File: src/design/assert_macros.svh
// assertion macros for the block_reverse_k_group design files, used by brkg_ctrl
`ifndef ASSERT_MACROS_SVH
`define ASSERT_MACROS_SVH

// clocked check, switched off while reset is high
`define BRKG_ASSERT(lbl, clk, rst, prop, msg) \
   lbl: assert property (@(posedge clk) disable iff (rst) prop) else $error(msg);

// clocked check that also holds during reset
`define BRKG_ASSERT_ALWAYS(lbl, clk, prop, msg) \
   lbl: assert property (@(posedge clk) prop) else $error(msg);

`endif

File: src/design/brkg_pkg.sv
// shared constants, types and state encoding for the reverse-in-groups block
`timescale 1ns / 1ps

package brkg_pkg;

   localparam int MAX_GROUP = 64;
   localparam int VALUE_W   = 16;
   localparam int CFG_W     = 7;
   // buffer address; fill level stays below MAX_GROUP between items
   localparam int ADDR_W    = (MAX_GROUP > 1) ? $clog2(MAX_GROUP) : 1;
   // element count, able to hold MAX_GROUP itself
   localparam int CNT_W     = $clog2(MAX_GROUP + 1);

   typedef enum logic [0:0] {
      ST_IDLE,
      ST_DRAIN
   } brkg_state_type;

   typedef struct packed {
      logic              en;
      logic [ADDR_W-1:0] addr;
      logic [VALUE_W-1:0] data;
   } brkg_wr_type;

   typedef struct packed {
      logic              en;
      logic [ADDR_W-1:0] addr;
   } brkg_rd_type;

   typedef struct packed {
      logic load;
      logic final_flag;
   } brkg_rsp_ctl_type;

endpackage

File: src/design/brkg_buffer.sv
// group buffer: one write port, one read port with registered read data
`timescale 1ns / 1ps

module brkg_buffer (
   input  logic                         clock,
   input  brkg_pkg::brkg_wr_type        wr,
   input  brkg_pkg::brkg_rd_type        rd,
   output logic [brkg_pkg::VALUE_W-1:0] rd_data
);

   logic [brkg_pkg::VALUE_W-1:0] mem [brkg_pkg::MAX_GROUP];
   logic [brkg_pkg::VALUE_W-1:0] rd_data_ff;

   always_ff @(posedge clock) begin
      if (wr.en) begin
         mem[wr.addr] <= wr.data;
      end
   end

   // read data held until the next read
   always_ff @(posedge clock) begin
      if (rd.en) begin
         rd_data_ff <= mem[rd.addr];
      end
   end

   assign rd_data = rd_data_ff;

endmodule

File: src/design/brkg_ctrl.sv
// fill tracking and drain sequencer for the group buffer
`timescale 1ns / 1ps

`include "assert_macros.svh"

module brkg_ctrl (
   input  logic                          clock,
   input  logic                          reset,
   input  logic                          req_valid,
   input  logic [brkg_pkg::VALUE_W-1:0]  req_value,
   input  logic                          req_is_final,
   output logic                          req_stall,
   input  logic [brkg_pkg::CFG_W-1:0]    group_size,
   input  logic                          out_free,
   output brkg_pkg::brkg_wr_type         wr,
   output brkg_pkg::brkg_rd_type         rd,
   output brkg_pkg::brkg_rsp_ctl_type    rsp_ctl
);

   brkg_pkg::brkg_state_type state_ff, state_in;

   logic [brkg_pkg::ADDR_W-1:0] fill_ff, fill_in;
   logic [brkg_pkg::CNT_W-1:0]  cnt_ff, cnt_in;
   logic [brkg_pkg::ADDR_W-1:0] addr_ff, addr_in;
   logic                        rev_ff, rev_in;
   logic                        fin_ff, fin_in;
   logic                        pend_ff, pend_in;
   logic                        pend_final_ff, pend_final_in;

   logic                        accept;
   logic                        issue;
   logic [brkg_pkg::CNT_W-1:0]  k_eff;
   logic [brkg_pkg::CNT_W-1:0]  n_new;
   logic                        emit_rev;
   logic                        emit_fwd;

   // effective group size: zero acts as one, clamp to buffer depth
   always_comb begin
      if (group_size == '0) begin
         k_eff = brkg_pkg::CNT_W'(1);
      end else if (32'(group_size) > brkg_pkg::MAX_GROUP) begin
         k_eff = brkg_pkg::CNT_W'(brkg_pkg::MAX_GROUP);
      end else begin
         k_eff = brkg_pkg::CNT_W'(group_size);
      end
   end

   assign n_new    = brkg_pkg::CNT_W'(fill_ff) + brkg_pkg::CNT_W'(1);
   assign emit_rev = (n_new >= k_eff);
   assign emit_fwd = !emit_rev && req_is_final;

   // next state
   always_comb begin
      state_in = state_ff;
      case (state_ff)
         brkg_pkg::ST_IDLE: begin
            if (accept && (emit_rev || emit_fwd)) begin
               state_in = brkg_pkg::ST_DRAIN;
            end
         end
         brkg_pkg::ST_DRAIN: begin
            if (issue && (cnt_ff == brkg_pkg::CNT_W'(1))) begin
               state_in = brkg_pkg::ST_IDLE;
            end
         end
         default: begin
            state_in = brkg_pkg::ST_IDLE;
         end
      endcase
   end

   // handshake and memory port controls
   always_comb begin
      req_stall = 1'b1;
      accept    = 1'b0;
      issue     = 1'b0;
      case (state_ff)
         brkg_pkg::ST_IDLE: begin
            req_stall = 1'b0;
            accept    = req_valid;
         end
         brkg_pkg::ST_DRAIN: begin
            issue = !pend_ff || out_free;
         end
         default: begin
            req_stall = 1'b1;
         end
      endcase
      wr.en        = accept;
      wr.addr      = fill_ff;
      wr.data      = req_value;
      rd.en        = issue;
      rd.addr      = addr_ff;
      rsp_ctl.load       = pend_ff && out_free;
      rsp_ctl.final_flag = pend_final_ff;
   end

   // counters and drain bookkeeping
   always_comb begin
      fill_in       = fill_ff;
      cnt_in        = cnt_ff;
      addr_in       = addr_ff;
      rev_in        = rev_ff;
      fin_in        = fin_ff;
      pend_in       = pend_ff;
      pend_final_in = pend_final_ff;
      if (accept) begin
         if (emit_rev || emit_fwd) begin
            fill_in = '0;
            cnt_in  = n_new;
            rev_in  = emit_rev;
            fin_in  = req_is_final;
            addr_in = emit_rev ? fill_ff : '0;
         end else begin
            fill_in = brkg_pkg::ADDR_W'(n_new);
         end
      end
      if (issue) begin
         cnt_in        = cnt_ff - brkg_pkg::CNT_W'(1);
         addr_in       = rev_ff ? (addr_ff - brkg_pkg::ADDR_W'(1))
                                : (addr_ff + brkg_pkg::ADDR_W'(1));
         pend_in       = 1'b1;
         pend_final_in = fin_ff && (cnt_ff == brkg_pkg::CNT_W'(1));
      end else if (rsp_ctl.load) begin
         pend_in = 1'b0;
      end
   end

   always_ff @(posedge clock) begin
      if (reset) begin
         state_ff <= brkg_pkg::ST_IDLE;
         fill_ff  <= '0;
         cnt_ff   <= '0;
         pend_ff  <= 1'b0;
      end else begin
         state_ff <= state_in;
         fill_ff  <= fill_in;
         cnt_ff   <= cnt_in;
         pend_ff  <= pend_in;
      end
   end

   always_ff @(posedge clock) begin
      addr_ff       <= addr_in;
      rev_ff        <= rev_in;
      fin_ff        <= fin_in;
      pend_final_ff <= pend_final_in;
   end

   `BRKG_ASSERT(a_drain_has_work, clock, reset,
      (state_ff == brkg_pkg::ST_DRAIN) |-> (cnt_ff != '0), "drain with nothing left")
   `BRKG_ASSERT(a_final_empties, clock, reset,
      (accept && req_is_final) |=> (fill_ff == '0), "buffer not empty after final element")
   `BRKG_ASSERT(a_fill_steps, clock, reset,
      (accept && !emit_rev && !emit_fwd) |=>
      (fill_ff == brkg_pkg::ADDR_W'($past(fill_ff) + brkg_pkg::ADDR_W'(1))),
      "fill level did not advance")

endmodule

File: src/design/block_reverse_k_group.sv
// top level of the reverse-in-groups-of-k stream block
`timescale 1ns / 1ps

// block_reverse_k_group takes a stream of 16-bit values, one transfer at a time,
// with req_is_final on the last element of a sequence. elements are stored in a
// 64-entry buffer; once csr_group_size elements are held the group leaves on the
// rsp channel in reverse order, and a final element that finds a short group
// sends the leftovers out in arrival order. rsp_out_final marks the last result
// of a sequence. group size 0 behaves as 1, sizes above 64 as 64; a size lowered
// mid-group makes the next element flush everything held, reversed.
// timing: an element that does not close a group is taken without a stall. an
// element that closes a group of n starts a drain of n reads from the single
// buffer read port, one per cycle while rsp is not stalled, and no element is
// taken during it. the registered rsp stage lets the next element in while the
// last result of a group still waits to go.
// csr_ready is always high; write the group size only while the block is idle.

module block_reverse_k_group (
   input  logic        clock,
   input  logic        reset,
   // input elements
   input  logic        req_valid,
   output logic        req_stall,
   input  logic [15:0] req_value,
   input  logic        req_is_final,
   // results
   output logic        rsp_valid,
   input  logic        rsp_stall,
   output logic [15:0] rsp_out_value,
   output logic        rsp_out_final,
   // group size register
   input  logic        csr_valid,
   output logic        csr_ready,
   input  logic [6:0]  csr_group_size
);

   logic [brkg_pkg::CFG_W-1:0]   group_size_ff;
   logic [brkg_pkg::CFG_W-1:0]   group_size_in;

   logic                         rsp_valid_ff, rsp_valid_in;
   logic [brkg_pkg::VALUE_W-1:0] rsp_value_ff;
   logic                         rsp_final_ff;

   logic                         out_free;
   logic [brkg_pkg::VALUE_W-1:0] rd_data;
   brkg_pkg::brkg_wr_type        wr;
   brkg_pkg::brkg_rd_type        rd;
   brkg_pkg::brkg_rsp_ctl_type   rsp_ctl;

   // configuration register, reset to a group size of one
   assign csr_ready     = 1'b1;
   assign group_size_in = (csr_valid && csr_ready) ? csr_group_size : group_size_ff;

   always_ff @(posedge clock) begin
      if (reset) begin
         group_size_ff <= brkg_pkg::CFG_W'(1);
      end else begin
         group_size_ff <= group_size_in;
      end
   end

   // sequencer: tracks the fill level and walks the buffer for a drain
   brkg_ctrl u_ctrl (
      .clock        (clock),
      .reset        (reset),
      .req_valid    (req_valid),
      .req_value    (req_value),
      .req_is_final (req_is_final),
      .req_stall    (req_stall),
      .group_size   (group_size_ff),
      .out_free     (out_free),
      .wr           (wr),
      .rd           (rd),
      .rsp_ctl      (rsp_ctl)
   );

   // element store
   brkg_buffer u_buffer (
      .clock   (clock),
      .wr      (wr),
      .rd      (rd),
      .rd_data (rd_data)
   );

   // output stage: empty, or its transfer completes this cycle
   assign out_free = !rsp_valid_ff || !rsp_stall;

   always_comb begin
      if (rsp_ctl.load) begin
         rsp_valid_in = 1'b1;
      end else if (rsp_stall) begin
         rsp_valid_in = rsp_valid_ff;
      end else begin
         rsp_valid_in = 1'b0;
      end
   end

   always_ff @(posedge clock) begin
      if (reset) begin
         rsp_valid_ff <= 1'b0;
      end else begin
         rsp_valid_ff <= rsp_valid_in;
      end
   end

   // payload follows the read data whenever a pending read is taken over
   always_ff @(posedge clock) begin
      if (rsp_ctl.load) begin
         rsp_value_ff <= rd_data;
         rsp_final_ff <= rsp_ctl.final_flag;
      end
   end

   assign rsp_valid     = rsp_valid_ff;
   assign rsp_out_value = rsp_value_ff;
   assign rsp_out_final = rsp_final_ff;

endmodule
File: config.mk
export PLATFORM = sky130hd
export DESIGN_NAME = block_reverse_k_group
export DESIGN_NICKNAME = d
export VERILOG_FILES = /design/src/design/brkg_pkg.sv /design/src/design/brkg_buffer.sv /design/src/design/brkg_ctrl.sv /design/src/design/block_reverse_k_group.sv
export VERILOG_INCLUDE_DIRS = /design/src /design/src/design
export SDC_FILE = /design/constraint.sdc
export NUM_CORES = 1
export LEC_CHECK = 0
export BUFFER_PORTS_ARGS = -buffer_cell sky130_fd_sc_hd__buf_2
export CORE_MARGIN = 8
export CORE_UTILIZATION = 40
export DETAILED_ROUTE_END_ITERATION = 16
export RECOVER_POWER = 50
export SLEW_MARGIN = 20
export SYNTH_ARGS = -nofsm -noshare
export SYNTH_HDL_FRONTEND = slang
export SYNTH_HIERARCHICAL = 1
export SYNTH_SLANG_ARGS = --single-unit
File: constraint.sdc
create_clock -name clock -period 2.8 [get_ports clock]
set_input_delay 0.14 -clock clock [delete_from_list [all_inputs] [get_ports clock]]
set_output_delay 0.14 -clock clock [all_outputs]
set_load 0.005 [all_outputs]
* Word level (Yosys, flattened, before mapping)
Memory sizes are Yosys's and may differ from the RTL's. A register that Yosys moved wholly into a read port is not among the register bits.
Cells that the tools add are included.
** Cells by class
- Equality and inequality tests :: 2
- Shift-type cells :: 0
- Divide/modulo/power cells :: 0
- Reduce and logical (&&, ||, !) cells :: 18
- Magnitude comparators :: 2
- Add/subtract/negate cells :: 4
- Multipliers :: 0
- Bitwise gates (word level) :: 1
- Multiplexer cells :: 23
** Operators with widths (number)
- $mux 6 :: 6
- $mux 7 :: 5
- $mux 1 :: 11
- $add 6x1->7 const B :: 1
- $eq 7x1->1 const B :: 1
- $ge 7x7->1 :: 1
- $gt 7x7->1 const B :: 1
- $logic_not 7->1 :: 1
- $sub 7x1->7 const B :: 1
- $add 6x1->6 const B :: 1
- $reduce_bool 2->1 :: 3
- $sub 6x1->6 const B :: 1
- $logic_and 1x1->1 :: 5
- $logic_not 1->1 :: 4
- $reduce_and 2->1 :: 2
- $logic_or 1x1->1 :: 3
- $ne 2x1->1 const B :: 1
- $pmux 1 s2 :: 1
- $not 1->1 :: 1
** Word-level totals
- Latch bits :: 0
- Bits in read-only memories :: 0
- Memories kept :: 1
- Bits in registers :: 49
- Output and inout bits :: 20
- RAM bits :: 1024
- Input bits :: 29
** Memories
- u_buffer.mem :: depth 64, width 16, rd ports 1, clocked after Yosys merged registers in 1, wr ports 1, RTL line brkg_buffer.sv:11 : logic [brkg_pkg::VALUE_W-1:0] mem [brkg_pkg::MAX_GROUP];

* Logic depth before layout (Yosys ltp)
- Depth after elaboration :: 10
- Mapped depth :: 10
- Depth with buffers taken out :: 9

* Cells and area by module
Netlist, hierarchy kept.
** By module, submodules not included
- brkg_buffer :: area an instance 40202.3 um^2, times used 1, cells each 1829
- brkg_ctrl :: area an instance 1685.4 um^2, times used 1, cells each 192
- block_reverse_k_group :: area an instance 810.8 um^2, times used 1, cells each 46

* Worst setup path after synthesis
Ideal clock, no wire load.
- Path kind :: reg-to-reg
- From :: register u_ctrl.state_ff
- To :: memory u_buffer/mem[49][0] in the netlist's numbering, enable pin
- Data arrival time :: 2.511 ns
- Cell stages (with the launch flop) :: 9
- Path buffers :: 2
- Setup time :: 0.409 ns
- Slack :: -0.120 ns
- Data required time :: 2.391 ns
- Period minus slack after synthesis :: 2.920 ns
- Cells stage by stage :: dfxtp_1 inv_1 nand2_1 inv_1 clkbuf_1 buf_4 nor2b_1 nand4_1 nor3_1
** Between the ends
- Word-level cells in the longest chain between the ends :: 3
** RTL lines
- start, declared :: RTL line brkg_ctrl.sv:20 : brkg_pkg::brkg_state_type state_ff, state_in;
- start signal, assigned :: RTL line brkg_ctrl.sv:131 : state_ff <= brkg_pkg::ST_IDLE;
- start signal, assigned :: RTL line brkg_ctrl.sv:136 : state_ff <= state_in;
- $mux 1 :: RTL line brkg_ctrl.sv:77 : case (state_ff)
- net u_ctrl.accept :: RTL line brkg_ctrl.sv:30 : logic accept;
- $mux 1 :: RTL line brkg_buffer.sv:15 : if (wr.en) begin
- $mux 1 (not written as such) :: RTL line brkg_buffer.sv:16 : mem[wr.addr] <= wr.data;
- end, declared :: RTL line brkg_buffer.sv:11
The timed path passes the listed nets, and every way through them passes these cells.

==> run metrics <==
hold slack final=0.2899 ns; WL/cell=27.31 um; Max-slew headroom=-0.7938; I/O pin cnt=49; Worst Path Max Fanout=16; hold path cells=2; die area=117500 sq um; clk_skew=0.03191 ns; RD Place Congestion=0.8794; top post-synthesis cells by area=edfxtp_1 (75%), mux4_2 (12%), mux2i_1 (2.1%); Avg Cell Area, Syn=20.66 sq um; first-pass GRT wire length=153700 um; ANT nets after route=0; reg2reg start=u_ctrl/addr_ff[0]; Worst-path clk slew=0.06 ns; dpl ws=-0.03615 ns; R2R cell count=7; r2r setup slk=0.05 ns; Min-Delay Endpoint=u_ctrl/fin_ff; setup ws final=0.05127 ns; Die Ht=342.7 um; pwr dens=755.5 nW/um^2; Crit path arrival time=3.18 ns; most frequent cells in the layout=edfxtp_1 (1066), mux4_2 (220), buf_4 (216), clkbuf_16 (114), mux2i_1 (90); failing checks=capacitance limit, slew limit; reg-to-reg endpoint=u_buffer/rd_data[12]; vias per inst=5.558; sequential area share after synthesis=0.7605; cell taking the most area after synthesis=edfxtp_1; row cnt=120; max cap viols=15; Peak VDD IR=0.5968 mV; Slew Viols, Final=532; Fmax achieved=363.8 MHz; largest net degree at the start of global routing=65; Switching Fraction=0.2375; via count=21580; DR DRC count=0; Worst-Margin Slew=2.691 ns; WS Path Type=reg2reg; Detail Placement HPWL=66790 um; Logic pwr share=0.138; H-tree levels=3; Sum Neg Setup Slack=0 ns; Non-Filler Instances=3883; Worst Setup End Kind=flop; Tot GR Track Use=0.1794; Cell Int Power=28.72 mW; FF+latch count, synth=1089; Cells after DPL=3636; initial antenna violation count=2; Post-Syn Instances=2067; Setup violations, final=0; Clock power frac=0.378; share of layout cells above drive strength 1=0.2771; port bufs=47; net switching power=8.949 mW; Initial Util=0.4011; CTS tree=done; Synth top area share=0.7497; Reg power frac=0.484; YS warnings=6; Core Region=106500 sq um; status=finished with violations; EDFF count, synth=1066; post-layout net count=2436; routed wire length=106100 um; final worst path period share=0.9817; Synth-to-Final Area Change=16.78%; clk root buf=clkbuf_16; most common cell after layout, fill and taps aside=edfxtp_1; Final Hold Viols=0; CTS max path bufs=3; Critical Path RT=3.23 ns; Skew-Pair Late Insertion Delay=0.68 ns; Mapped Area=42700 sq um; prevailing post-synth register cell=edfxtp_1; GRT Residual Overflow=0; Inserted Clock Buffers=109; Distinct cells, synth=65; total nets after synthesis=2111; clock sinks=1089; beginning of the worst hold path=req_is_final; Hold Path Class=in2reg; Die Wd=342.7 um; fin util=0.4684; asr flop ratio synth=0; vias in the first global route=22070; Tmin final=2.749 ns; Lkg Pwr=16.09 nW; Worst setup SP type=flop; DR pass1 iterations=7; 1st-iter DRT viols=2245
-- layer usage --
layer / part of all wire / global-route usage
met5: 0 / 0
met4: 0.034 / 0.05967
met3: 0.082 / 0.04417
met2: 0.48 / 0.2894
met1: 0.41 / 0.2393
-- flip-flops by register name (all words and copies together) (netlist names), 6 cells and up --
| register | cells |
|---|---|
| u_buffer/rd_data | 16 |
| group_size_ff | 7 |
| u_ctrl/addr_ff | 6 |
| rsp_out_value | 16 |
| u_ctrl/cnt_ff | 7 |
| u_ctrl/fill_ff | 6 |
| u_buffer/mem | 1024 |
-- logic make-up (layout without fill, tap and decap cells) --
| logic type | count (synthesis) | count (layout) | share of synthesized area |
|---|---|---|---|
| xor gates and xnor gates | 10 | 10 | 0.002051 |
| AOI/OAI and AO/OA | 180 | 180 | 0.03071 |
| DFF | 1089 | 1089 | 0.7605 |
| adders and majority gates | 15 | 15 | 0.004571 |
| muxes | 342 | 342 | 0.1470 |
| and+or+nand+nor | 286 | 286 | 0.03238 |
| buffers and inverters | 144 | 556 | 0.02277 |
| other | 1 | 2 | 0.00008783 |
-- synth_stat cells, types with 5 or more instances --
library cell  count
a211oi_1         11
mux4_2          220
nand4_1          14
nand3_1          38
clkbuf_1         27
nand2_1          77
buf_12            5
nor3_1            7
a22oi_1          39
buf_4            34
a221o_1           6
a41oi_1           5
a21oi_1          33
mux2_2           27
a211o_1          10
xnor2_1           8
buf_2            38
a31oi_1          12
a311oi_1          9
inv_1            13
nor2b_1          31
nor2_1           83
ha_1             14
and4_1            5
a22o_1           10
dfxtp_1          23
edfxtp_1       1066
buf_6            18
a221oi_1         16
mux2i_1          91
o21ai_0           9
-- per-stage QoR --
stage                     power [mW]  area [sq um]
after global placement         23.57         46000
after floorplan                21.64         42710
final                          37.67         49860
after CTS                      37.87         49850
after global routing           38.87         49860
after detailed placement       23.64         46000
-- worst max path at each step --
stage	cells past startpoint	slack, ns	end	start
floorplan	9	0.11	u_ctrl/addr_ff[0]	u_ctrl/fill_ff[0]
global placement	8	-0.03	u_buffer/rd_data[0]	u_ctrl/addr_ff[0]
detailed placement	8	-0.04	u_buffer/rd_data[0]	u_ctrl/addr_ff[0]
CTS	8	0.0004	u_buffer/rd_data[1]	u_ctrl/addr_ff[0]
global route	10	-0.01	u_ctrl/cnt_ff[6]	u_ctrl/fill_ff[1]
finish	7	0.05	u_buffer/rd_data[12]	u_ctrl/addr_ff[0]
-- layout make-up --
type	count	area, sq um
Fill cell	8663	56590
Sequential cell	1089	32470
Multi-Input combinational cell	834	9310
Clock buffer	137	2999
Timing Repair Buffer	345	2744
Tap cell	1403	1755
Clock inverter	61	530.5
Inverter	13	48.80
Antenna cell	1	2.502
-- worst max-delay path: stages, from the launching register on --
cell      delay, ns
edfxtp_1       0.46
buf_12         0.23
buf_16         0.19
mux4_2         0.51
mux2_2         0.27
nand2_1        0.06
nand4_1        0.35
and4_4         0.38
-- what timing repair did --
action | 4_1_cts | 5_1_grt
pin swaps | 1 | 2
gates resized for setup | 1 | 13
endpoints found under the setup margin | 2 | 23
hold buffers | 31 | 0
endpoints found under the hold margin | 168 | 0
buffers inserted | 0 | 17
-- power groups by stage --
stage | combinational, mW | sequential (mW) | clock (mW)
after floorplan | 3.17 | 18.5 | 0
after global placement | 5.02 | 18.5 | 0
after detailed placement | 5.09 | 18.5 | 0
after CTS | 5.14 | 18.2 | 14.5
after global routing | 5.50 | 18.2 | 15.1
final | 5.20 | 18.2 | 14.2
(Power assumes the default switching activity.)
